<file path="src/rtl/core/bap_pkg.sv">
// Shared types, constants and codes for the bump allocator.
package bap_pkg;

    localparam int PAGE_BYTES_DEF  = 65536;
    localparam int ALIGN_BYTES_DEF = 16;

    localparam logic [31:0] SIZE_CAP       = 32'h7FFF_FFFF;
    localparam logic [31:0] HEAP_START_RST = 32'h0001_0000;
    localparam logic [31:0] HEAP_LIMIT_RST = 32'h0002_0000;
    localparam logic [15:0] INIT_PAGES_RST = 16'd2;
    localparam logic [15:0] MAX_PAGES_RST  = 16'hFFFF;

    typedef enum logic [2:0] {
        OP_MALLOC        = 3'd0,
        OP_MEMALIGN      = 3'd1,
        OP_ALIGNED_ALLOC = 3'd2,
        OP_FREE          = 3'd3,
        OP_REALLOC       = 3'd4,
        OP_CALLOC        = 3'd5,
        OP_REALLOCARRAY  = 3'd6,
        OP_GOOD_SIZE     = 3'd7
    } opcode_t;

    typedef enum logic [1:0] {
        CFG_HEAP_START = 2'd0,
        CFG_HEAP_LIMIT = 2'd1,
        CFG_INIT_PAGES = 2'd2,
        CFG_MAX_PAGES  = 2'd3
    } cfg_idx_t;

    typedef enum logic [2:0] {
        REQ_FAIL,
        REQ_SIZE,
        REQ_FREE,
        REQ_ALLOC,
        REQ_REALLOC
    } req_kind_t;

    typedef struct packed {
        logic        en;
        cfg_idx_t    index;
        logic [31:0] data;
    } cfg_wr_t;

    typedef struct packed {
        opcode_t     opcode;
        logic [31:0] address;
        logic [31:0] size;
        logic [31:0] count;
        logic [31:0] alignment;
    } item_t;

    typedef struct packed {
        opcode_t     opcode;
        logic [31:0] address;
        logic [31:0] size;
        logic [31:0] alignment;
        logic [31:0] prod;
        logic        prod_ovf;
        logic [32:0] need;
    } mul_t;

    typedef struct packed {
        req_kind_t   kind;
        logic [31:0] ptr;
        logic [31:0] raw_size;
        logic [31:0] alloc_sz;
        logic        tiny;
        logic        post_align;
        logic [31:0] align_m1;
        logic [31:0] good;
    } req_t;

    typedef struct packed {
        logic [31:0] result_addr;
        logic        is_null;
        logic [31:0] copy_source;
        logic [31:0] copy_length;
    } result_t;

endpackage

</file>
<file path="src/rtl/core/bap_front.sv">
// Input register and element-count multiply stage.
module bap_front #(
    parameter int ALIGN_BYTES = bap_pkg::ALIGN_BYTES_DEF
) (
    input  logic            aclk,
    input  logic            aresetn,
    input  logic            in_valid,
    output logic            in_ready,
    input  bap_pkg::item_t  in_item,
    output logic            out_valid,
    input  logic            out_ready,
    output bap_pkg::mul_t   out_mul
);

    bap_pkg::item_t item_reg;
    logic           item_valid_reg;
    bap_pkg::mul_t  mul_reg;
    logic           mul_valid_reg;

    logic           mul_ready;
    logic [63:0]    prod;
    bap_pkg::mul_t  mul_next;

    assign mul_ready = !mul_valid_reg || out_ready;
    assign in_ready  = !item_valid_reg || mul_ready;

    assign prod = 64'(item_reg.count) * 64'(item_reg.size);

    always_comb begin
        mul_next.opcode    = item_reg.opcode;
        mul_next.address   = item_reg.address;
        mul_next.size      = item_reg.size;
        mul_next.alignment = item_reg.alignment;
        mul_next.prod      = prod[31:0];
        mul_next.prod_ovf  = |prod[63:32];
        mul_next.need      = 33'(item_reg.size) + 33'(item_reg.alignment) - 33'(ALIGN_BYTES);
    end

    always_ff @(posedge aclk) begin
        if (!aresetn) begin
            item_valid_reg <= 1'b0;
            mul_valid_reg  <= 1'b0;
        end else begin
            if (in_ready) begin
                item_valid_reg <= in_valid;
            end
            if (mul_ready) begin
                mul_valid_reg <= item_valid_reg;
            end
        end
    end

    always_ff @(posedge aclk) begin
        if (in_ready && in_valid) begin
            item_reg <= in_item;
        end
        if (mul_ready && item_valid_reg) begin
            mul_reg <= mul_next;
        end
    end

    assign out_valid = mul_valid_reg;
    assign out_mul   = mul_reg;

endmodule

</file>
<file path="src/rtl/core/bap_prep.sv">
// Request decode stage: size checks, rounding and operation classification.
module bap_prep #(
    parameter int ALIGN_BYTES = bap_pkg::ALIGN_BYTES_DEF
) (
    input  logic           aclk,
    input  logic           aresetn,
    input  logic           in_valid,
    output logic           in_ready,
    input  bap_pkg::mul_t  in_mul,
    output logic           out_valid,
    input  logic           out_ready,
    output bap_pkg::req_t  out_req
);

    localparam logic [31:0] AMASK = 32'(ALIGN_BYTES - 1);

    function automatic logic [31:0] round_al(input logic [31:0] v);
        round_al = (v + AMASK) & ~AMASK;
    endfunction

    function automatic logic size_bad(input logic [31:0] v);
        size_bad = (v == '0) || (v > bap_pkg::SIZE_CAP);
    endfunction

    bap_pkg::req_t req_reg;
    logic          req_valid_reg;
    bap_pkg::req_t req_next;

    logic [31:0] rnd_size;
    logic [31:0] rnd_prod;
    logic [31:0] rnd_need;
    logic [31:0] align_m1;
    logic        bad_size;
    logic        pow2;
    logic        aa_ok;
    logic        big_align;
    logic        need_bad;
    logic [31:0] rx;
    logic [31:0] rnd_rx;
    logic        is_array;

    assign in_ready = !req_valid_reg || out_ready;

    assign rnd_size  = round_al(in_mul.size);
    assign rnd_prod  = round_al(in_mul.prod);
    assign rnd_need  = round_al(in_mul.need[31:0]);
    assign align_m1  = in_mul.alignment - 32'd1;
    assign bad_size  = size_bad(in_mul.size);
    assign pow2      = (in_mul.alignment != '0) && ((in_mul.alignment & align_m1) == '0);
    assign aa_ok     = (in_mul.alignment != '0)
                       && (((in_mul.alignment | in_mul.size) & align_m1) == '0);
    assign big_align = in_mul.alignment > 32'(ALIGN_BYTES);
    assign need_bad  = in_mul.need > {1'b0, bap_pkg::SIZE_CAP};
    assign is_array  = (in_mul.opcode == bap_pkg::OP_REALLOCARRAY);
    assign rx        = is_array ? in_mul.prod : in_mul.size;
    assign rnd_rx    = is_array ? rnd_prod : rnd_size;

    always_comb begin
        req_next.kind       = bap_pkg::REQ_FAIL;
        req_next.ptr        = in_mul.address;
        req_next.raw_size   = rx;
        req_next.alloc_sz   = rnd_size;
        req_next.tiny       = 1'b0;
        req_next.post_align = 1'b0;
        req_next.align_m1   = align_m1;
        req_next.good       = bad_size ? in_mul.size : rnd_size;
        case (in_mul.opcode)
            bap_pkg::OP_MALLOC: begin
                if (!bad_size) begin
                    req_next.kind = bap_pkg::REQ_ALLOC;
                end
            end
            bap_pkg::OP_MEMALIGN, bap_pkg::OP_ALIGNED_ALLOC: begin
                if (!bad_size && pow2 && !(big_align && need_bad)
                    && !(in_mul.opcode == bap_pkg::OP_ALIGNED_ALLOC && !aa_ok)) begin
                    req_next.kind       = bap_pkg::REQ_ALLOC;
                    req_next.post_align = big_align;
                    req_next.alloc_sz   = big_align ? rnd_need : rnd_size;
                end
            end
            bap_pkg::OP_FREE: begin
                req_next.kind = bap_pkg::REQ_FREE;
            end
            bap_pkg::OP_CALLOC: begin
                req_next.alloc_sz = rnd_prod;
                if (!in_mul.prod_ovf && !size_bad(in_mul.prod)) begin
                    req_next.kind = bap_pkg::REQ_ALLOC;
                end
            end
            bap_pkg::OP_REALLOC, bap_pkg::OP_REALLOCARRAY: begin
                req_next.alloc_sz = rnd_rx;
                req_next.tiny     = rx <= 32'(ALIGN_BYTES);
                if (!(is_array && in_mul.prod_ovf)) begin
                    if (in_mul.address == '0) begin
                        if (!size_bad(rx)) begin
                            req_next.kind = bap_pkg::REQ_ALLOC;
                        end
                    end else if (rx == '0) begin
                        req_next.kind = bap_pkg::REQ_FREE;
                    end else if (!size_bad(rx)) begin
                        req_next.kind = bap_pkg::REQ_REALLOC;
                    end
                end
            end
            bap_pkg::OP_GOOD_SIZE: begin
                req_next.kind = bap_pkg::REQ_SIZE;
            end
            default: begin
                req_next.kind = bap_pkg::REQ_FAIL;
            end
        endcase
    end

    always_ff @(posedge aclk) begin
        if (!aresetn) begin
            req_valid_reg <= 1'b0;
        end else if (in_ready) begin
            req_valid_reg <= in_valid;
        end
    end

    always_ff @(posedge aclk) begin
        if (in_ready && in_valid) begin
            req_reg <= req_next;
        end
    end

    assign out_valid = req_valid_reg;
    assign out_req   = req_reg;

endmodule

</file>
<file path="src/rtl/core/bap_core.sv">
// Allocator state, page grow logic and result register.
module bap_core #(
    parameter int PAGE_BYTES  = bap_pkg::PAGE_BYTES_DEF,
    parameter int ALIGN_BYTES = bap_pkg::ALIGN_BYTES_DEF
) (
    input  logic              aclk,
    input  logic              aresetn,
    input  bap_pkg::cfg_wr_t  cfg,
    input  logic              in_valid,
    output logic              in_ready,
    input  bap_pkg::req_t     req,
    output logic              out_valid,
    input  logic              out_ready,
    output bap_pkg::result_t  result
);

    localparam int          PAGE_SHIFT = $clog2(PAGE_BYTES);
    localparam int          NPW        = 33 - PAGE_SHIFT;
    localparam int          SW         = NPW + 1;
    localparam logic [31:0] AMASK      = 32'(ALIGN_BYTES - 1);

    logic [31:0]      free_start_reg, free_start_next;
    logic [31:0]      free_limit_reg, free_limit_next;
    logic [31:0]      last_block_reg, last_block_next;
    logic [15:0]      mem_pages_reg, mem_pages_next;
    logic [15:0]      max_pages_reg;
    bap_pkg::result_t result_reg, result_next;
    logic             out_valid_reg;

    logic             fire;
    logic             is_last;
    logic [31:0]      start0;
    logic [31:0]      sz;
    logic [31:0]      avail1, def1, base, limit_ext1, arena_limit, avail2, def2, limit_ext2;
    logic [NPW-1:0]   np1, np2;
    logic [SW-1:0]    sum1, sum2;
    logic             fit1, grow1_ok, ext1, fit2, grow2_ok;
    logic             a_ok;
    logic [31:0]      a_start, a_limit;
    logic [15:0]      a_pages;
    logic [31:0]      al_addr, al_end, copy_len;

    assign in_ready = !out_valid_reg || out_ready;
    assign fire     = in_valid && in_ready;

    assign is_last = (req.ptr == last_block_reg);
    assign start0  = (req.kind == bap_pkg::REQ_REALLOC && is_last) ? req.ptr : free_start_reg;
    assign sz      = req.alloc_sz;

    // first attempt against the current arena
    assign avail1     = free_limit_reg - start0;
    assign fit1       = sz <= avail1;
    assign def1       = sz - avail1;
    assign np1        = NPW'(def1[31:PAGE_SHIFT]) + NPW'(|def1[PAGE_SHIFT-1:0]);
    assign sum1       = SW'(mem_pages_reg) + SW'(np1);
    assign grow1_ok   = sum1 <= SW'(max_pages_reg);
    assign base       = 32'(mem_pages_reg) << PAGE_SHIFT;
    assign ext1       = (base == free_limit_reg);
    assign limit_ext1 = free_limit_reg + (32'(np1) << PAGE_SHIFT);

    // new arena at old end of memory; it always abuts memory end, so grow extends
    assign arena_limit = 32'(sum1) << PAGE_SHIFT;
    assign avail2      = 32'(np1) << PAGE_SHIFT;
    assign fit2        = sz <= avail2;
    assign def2        = sz - avail2;
    assign np2         = NPW'(def2[31:PAGE_SHIFT]) + NPW'(|def2[PAGE_SHIFT-1:0]);
    assign sum2        = sum1 + SW'(np2);
    assign grow2_ok    = sum2 <= SW'(max_pages_reg);
    assign limit_ext2  = arena_limit + (32'(np2) << PAGE_SHIFT);

    always_comb begin
        a_ok    = 1'b1;
        a_start = start0;
        a_limit = free_limit_reg;
        a_pages = mem_pages_reg;
        if (!fit1) begin
            if (!grow1_ok) begin
                a_ok = 1'b0;
            end else if (ext1) begin
                a_limit = limit_ext1;
                a_pages = sum1[15:0];
            end else begin
                a_start = base;
                a_limit = arena_limit;
                a_pages = sum1[15:0];
                if (!fit2) begin
                    if (!grow2_ok) begin
                        a_ok = 1'b0;
                    end else begin
                        a_limit = limit_ext2;
                        a_pages = sum2[15:0];
                    end
                end
            end
        end
    end

    assign al_addr  = (a_start + req.align_m1) & ~req.align_m1;
    assign al_end   = (al_addr + req.raw_size + AMASK) & ~AMASK;
    assign copy_len = free_start_reg - req.ptr;

    always_comb begin
        free_start_next = free_start_reg;
        free_limit_next = free_limit_reg;
        last_block_next = last_block_reg;
        mem_pages_next  = mem_pages_reg;
        result_next.result_addr = '0;
        result_next.is_null     = 1'b1;
        result_next.copy_source = '0;
        result_next.copy_length = '0;
        case (req.kind)
            bap_pkg::REQ_SIZE: begin
                result_next.result_addr = req.good;
                result_next.is_null     = 1'b0;
            end
            bap_pkg::REQ_FREE: begin
                if (req.ptr != '0 && is_last) begin
                    free_start_next = req.ptr;
                    last_block_next = '0;
                end
            end
            bap_pkg::REQ_ALLOC: begin
                free_start_next = a_start;
                free_limit_next = a_limit;
                mem_pages_next  = a_pages;
                if (a_ok) begin
                    if (req.post_align) begin
                        result_next.result_addr = al_addr;
                        free_start_next         = al_end;
                        last_block_next         = al_addr;
                    end else begin
                        result_next.result_addr = a_start;
                        free_start_next         = a_start + sz;
                        last_block_next         = a_start;
                    end
                    result_next.is_null = (result_next.result_addr == '0);
                end
            end
            bap_pkg::REQ_REALLOC: begin
                if (req.tiny && !is_last) begin
                    result_next.result_addr = req.ptr;
                    result_next.is_null     = 1'b0;
                end else begin
                    free_limit_next = a_limit;
                    mem_pages_next  = a_pages;
                    if (a_ok) begin
                        result_next.result_addr = a_start;
                        result_next.is_null     = (a_start == '0);
                        free_start_next         = a_start + sz;
                        last_block_next         = a_start;
                        if (a_start != req.ptr) begin
                            result_next.copy_source = req.ptr;
                            result_next.copy_length =
                                (copy_len > req.raw_size) ? req.raw_size : copy_len;
                        end
                    end
                end
            end
            default: begin
            end
        endcase
    end

    always_ff @(posedge aclk) begin
        if (!aresetn) begin
            free_start_reg <= bap_pkg::HEAP_START_RST;
            free_limit_reg <= bap_pkg::HEAP_LIMIT_RST;
            last_block_reg <= '0;
            mem_pages_reg  <= bap_pkg::INIT_PAGES_RST;
            max_pages_reg  <= bap_pkg::MAX_PAGES_RST;
            out_valid_reg  <= 1'b0;
        end else begin
            if (in_ready) begin
                out_valid_reg <= in_valid;
            end
            if (fire) begin
                free_start_reg <= free_start_next;
                free_limit_reg <= free_limit_next;
                last_block_reg <= last_block_next;
                mem_pages_reg  <= mem_pages_next;
            end
            if (cfg.en) begin
                case (cfg.index)
                    bap_pkg::CFG_HEAP_START: free_start_reg <= cfg.data;
                    bap_pkg::CFG_HEAP_LIMIT: free_limit_reg <= cfg.data;
                    bap_pkg::CFG_INIT_PAGES: mem_pages_reg  <= cfg.data[15:0];
                    bap_pkg::CFG_MAX_PAGES:  max_pages_reg  <= cfg.data[15:0];
                    default: begin
                    end
                endcase
            end
        end
    end

    always_ff @(posedge aclk) begin
        if (fire) begin
            result_reg <= result_next;
        end
    end

    assign out_valid = out_valid_reg;
    assign result    = result_reg;

    // a grow never takes memory past the page limit
    a_pages_limit: assert property (@(posedge aclk) disable iff (!aresetn)
        fire && !cfg.en && (mem_pages_next != mem_pages_reg)
        |-> mem_pages_next <= max_pages_reg)
        else $error("page count grew past max_pages");

    // a request rejected at decode leaves the allocator state untouched
    a_fail_stable: assert property (@(posedge aclk) disable iff (!aresetn)
        fire && !cfg.en && req.kind == bap_pkg::REQ_FAIL
        |=> $stable(free_start_reg) && $stable(free_limit_reg)
            && $stable(last_block_reg) && $stable(mem_pages_reg))
        else $error("failed request changed allocator state");

    // good-size results are never flagged null
    a_size_not_null: assert property (@(posedge aclk) disable iff (!aresetn)
        fire && req.kind == bap_pkg::REQ_SIZE |=> !result_reg.is_null)
        else $error("good-size result flagged null");

    // a copy is only reported with its source block
    a_copy_src: assert property (@(posedge aclk) disable iff (!aresetn)
        out_valid_reg && result_reg.copy_length != '0 |-> result_reg.copy_source != '0)
        else $error("copy length without copy source");

endmodule

</file>
<file path="src/rtl/core/bump_allocator_with_page_grow.sv">
// Top level of the bump allocator with page-granular memory growth.
//
// Requests enter on the s_ stream channel, one item per handshake; each item
// produces exactly one result item on the m_ stream channel, in order.
// s_tuser carries the opcode; s_tdata carries address, size, count and
// alignment. m_tdata returns result_addr, copy_source and copy_length;
// m_tuser carries is_null.
// The result passes through the input register, multiply stage, decode
// stage and result register. Throughput: one item per cycle while m_tready
// stays high; the pointer and page registers are read and updated for each
// item by the allocation stage, which sets that rate. When m_tready is low
// the four stages keep filling; s_tready drops once all hold an item and
// returns as soon as the result is taken. Reset returns free start, free
// limit and page count to their reset values and empties the pipeline.
// Configuration writes load the matching state register directly; the user
// must make them only while no request is in flight, which is not enforced.
module bump_allocator_with_page_grow #(
    parameter int PAGE_BYTES  = bap_pkg::PAGE_BYTES_DEF,
    parameter int ALIGN_BYTES = bap_pkg::ALIGN_BYTES_DEF
) (
    input  logic         aclk,
    input  logic         aresetn,
    input  logic         cfg_wr_en,
    input  logic [1:0]   cfg_index,
    input  logic [31:0]  cfg_wdata,
    input  logic         s_tvalid,
    output logic         s_tready,
    input  logic [127:0] s_tdata,   // address, size, count, alignment
    input  logic [2:0]   s_tuser,   // opcode
    output logic         m_tvalid,
    input  logic         m_tready,
    output logic [95:0]  m_tdata,   // result_addr, copy_source, copy_length
    output logic         m_tuser    // is_null
);

    bap_pkg::item_t   in_item;
    bap_pkg::mul_t    mul;
    bap_pkg::req_t    req;
    bap_pkg::result_t result;
    bap_pkg::cfg_wr_t cfg;
    logic             mul_valid, mul_ready;
    logic             req_valid, req_ready;

    assign in_item.opcode    = bap_pkg::opcode_t'(s_tuser);
    assign in_item.address   = s_tdata[31:0];
    assign in_item.size      = s_tdata[63:32];
    assign in_item.count     = s_tdata[95:64];
    assign in_item.alignment = s_tdata[127:96];

    assign cfg.en    = cfg_wr_en;
    assign cfg.index = bap_pkg::cfg_idx_t'(cfg_index);
    assign cfg.data  = cfg_wdata;

    bap_front #(
        .ALIGN_BYTES (ALIGN_BYTES)
    ) u_front (
        .aclk      (aclk),
        .aresetn   (aresetn),
        .in_valid  (s_tvalid),
        .in_ready  (s_tready),
        .in_item   (in_item),
        .out_valid (mul_valid),
        .out_ready (mul_ready),
        .out_mul   (mul)
    );

    bap_prep #(
        .ALIGN_BYTES (ALIGN_BYTES)
    ) u_prep (
        .aclk      (aclk),
        .aresetn   (aresetn),
        .in_valid  (mul_valid),
        .in_ready  (mul_ready),
        .in_mul    (mul),
        .out_valid (req_valid),
        .out_ready (req_ready),
        .out_req   (req)
    );

    bap_core #(
        .PAGE_BYTES  (PAGE_BYTES),
        .ALIGN_BYTES (ALIGN_BYTES)
    ) u_core (
        .aclk      (aclk),
        .aresetn   (aresetn),
        .cfg       (cfg),
        .in_valid  (req_valid),
        .in_ready  (req_ready),
        .req       (req),
        .out_valid (m_tvalid),
        .out_ready (m_tready),
        .result    (result)
    );

    assign m_tdata = {result.copy_length, result.copy_source, result.result_addr};
    assign m_tuser = result.is_null;

endmodule
</file>
<file path="config.mk">
export PLATFORM = sky130hd
export DESIGN_NAME = bump_allocator_with_page_grow
export DESIGN_NICKNAME = d
export VERILOG_FILES = /design/src/rtl/core/bap_pkg.sv /design/src/rtl/core/bap_front.sv /design/src/rtl/core/bap_prep.sv /design/src/rtl/core/bap_core.sv /design/src/rtl/core/bump_allocator_with_page_grow.sv
export SDC_FILE = /design/constraint.sdc
export NUM_CORES = 2
export LEC_CHECK = 0
export BUFFER_PORTS_ARGS = -buffer_cell sky130_fd_sc_hd__buf_2
export CAP_MARGIN = 10
export CORE_ASPECT_RATIO = 1.75
export CORE_MARGIN = 5
export CORE_UTILIZATION = 60
export CTS_CLUSTER_DIAMETER = 120
export DETAILED_ROUTE_END_ITERATION = 16
export PLACE_DENSITY = 0.74
export SLEW_MARGIN = 20
export SYNTH_ARGS = -nofsm -noshare
export SYNTH_HDL_FRONTEND = slang
export SYNTH_HIERARCHICAL = 1
export SYNTH_SLANG_ARGS = --single-unit
</file>
<file path="constraint.sdc">
create_clock -name aclk -period 46.2 [get_ports aclk]
set_input_delay 9.24 -clock aclk [delete_from_list [all_inputs] [get_ports aclk]]
set_output_delay 9.24 -clock aclk [all_outputs]
set_load 0.03 [all_outputs]
</file>
==> flow_summary.toml <==
[synth]
synthAdderAreaFrac = 0.3269
synth_flop_cell = "edfxtp_1"
synth_cells = 8854
synth_seq_area_share = 0.2336
synth.distinct_cells = 127
ys_async_sr_fraction = 0
synth_xor_area_frac = 0.05145
ys_warn_count = 6
synth-edff-count = 554
synth_top_family_by_area = "adder cells"
synth_compound_area_frac = 0.1250
synth_seq_cells = 686
muxShareOfSynthArea = 0.01717
synth-simple-area-share = 0.1698
netlist_area_um2 = 82510
avgSynthCellArea_um2 = 9.319

[clocking]
cts_root_buffer = "clkbuf_16"
cts.htree.levels = 3
clk_pin_slew_ns = 0.07
cts_tree = "yes"
cts.sinks = 686
ctsHoldBuffers = 0
postCtsSetupRepairBufs = 0
clkLatencyLatePin_ns = 0.74
cts_buffer_depth = 3
ctsResizeCount = 0
numCtsBuffers = 71

[timing]
fin_crit_ns = 19.77
finalHoldViolCount = 0
max-slew-margin-rel = 0.04876
rsz0062_at_grt = "no"
hold_ws_ns = 0.4213
finClkSkew_ns = 0.03946
finalSetupViolCount = 0
period_share = 0.4280
fmax_mhz = 50.58
setup_ws_ns = 26.43
finalSetupTns_ns = 0
tightest_slew_ns = 1.417
maxSlewViolCount = 0

[floorplan]
dieHeight_um = 500.6
core_area_um2 = 137200
io_pins = 269
die_w_um = 290.3
dieArea_um2 = 145300
start_util = 0.6016
rows = 180

[route]
wl_um = 358800
initialDrtViolationCount = 7567
drc = 0
first_pass_iters = 9
via_count = 73261
wl_per_cell_um = 33.01
antenna_left = 0
routed_via_density = 6.739

[layout]
layout_common_cells = "1136 x inv_1, 907 x nand2_1, 905 x fa_1, 703 x ha_1, 595 x and2_1"
nFillCells = 11108
syn2layout_area_growth_pct = 7.409
largest_reg_flops = 165
fin_nets = 10738
mostFrequentLayoutCell = "inv_1"
drive_gt1_frac = 0.08705

[critical_path]
required_ns = 46.84
end_kind = "flop"
crit_path_frequent_cell = "ha_1"
arrival_ns = 20.41
cpMaxStageDelayCell = "nor4_1"
max_stage_delay_ns = 0.86
worst-path-max-fanout = 54
start_kind = "flop"
path_class = "flop to flop"

[grt]
grt.total_usage = 0.4898
overflow = 0
antenna_found_initial = 39
grt_pass1_wl_um = 514200
grt_pass1_vias = 76058
grt_max_degree = 81

[place]
place_ws_ns = 26.64
gp_congestion = 1.140
hpwl_um = 278700
io_buffers = 268

[worst_hold_path]
hold_path.class = "flop to flop"

[run]
cap_violations = 0

[status]
outcome = "finished clean"
layout make-up:
class                      instances  area (um2)  share of cell area
sequential                       686       19280              0.2175
clock inverter                    50       668.1            0.007539
multi-input combinational       6573       57150              0.6449
tap                             1820        2277             0.02569
clock buffer                      81        1876             0.02116
antenna                           33       82.58           0.0009318
timing repair buffer             485        2997             0.03381
inverter                        1143        4293             0.04844
metrics by stage:
step / area, um2 / utilization / cells
6_report: 88630 / 0.6462 / 10871
5_1_grt: 88570 / 0.6457 / 10848
4_1_cts: 88390 / 0.6444 / 10831
3_5_place_dp: 85840 / 0.6259 / 10700
3_3_place_gp: 85820 / 0.6257 / 10699
2_1_floorplan: 82520 / - / 8857
cell usage after synthesis (53+ instances only):
cell type / count / area, um2
nor3_1: 119 / 595.6
a21o_1: 110 / 825.8
and2_1: 598 / 3741
o21ai_0: 268 / 1341
and3_1: 67 / 419.2
xor2_1: 216 / 1892
nor2_1: 454 / 1704
dfxtp_1: 132 / 2643
clkbuf_1: 373 / 1400
nand2_1: 907 / 3405
inv_1: 1137 / 4268
mux2i_1: 101 / 1011
nor2b_1: 88 / 550.5
o211ai_1: 58 / 435.4
fa_1: 905 / 18120
ha_1: 703 / 8796
o21bai_1: 58 / 435.4
nand2b_1: 64 / 400.4
edfxtp_1: 554 / 16640
nand3_1: 118 / 590.6
nand4_1: 102 / 638.1
o21a_1: 53 / 397.9
xnor2_1: 265 / 2321
nor4_1: 92 / 575.6
a21oi_1: 463 / 2317
a211oi_1: 75 / 563.0
critical path: cells and delay by family, from the launching register on:
kind	cells	cell delay, ns
DFF	1	0.57
and+or+nand+nor	22	6.03
xor gates and xnor gates	7	1.41
AOI/OAI and AO/OA	26	6.98
buffers and inverters	5	1.26
adders and majority gates	10	3.31
layer usage:
layer  track usage  wire length, um  vias to the layer above
met5      0.002673              153                        -
met4        0.5641            56770                       24
met3        0.1689            36080                     2616
met2        0.8124           169300                     5227
met1        0.4278            96530                    35296
li1              -                -                    30098
cell families after synthesis:
kind of cell    Yosys count
simple gates           2785
fa+ha+maj              1614
buf+inv                1598
compound gates         1550
flops                   686
xor+xnor                483
mux                     137
other cells               1
worst paths after layout:
path | start | to | slack (ns) | depth (start not counted)
setup / recovery | u_prep/out_req[154] | u_core/free_start_reg[24] | 26.43 | 70
hold / removal | u_front/item_reg[116] | u_front/out_mul[150] | 0.42 | 0
setup reg to reg | u_prep/out_req[154] | u_core/free_start_reg[24] | 26.43 | 70
hold reg to reg | u_front/item_reg[116] | u_front/out_mul[150] | 0.42 | 0
Power is not shown: default switching activity piles up to over one toggle a cycle in this logic, so the estimate is an artifact.
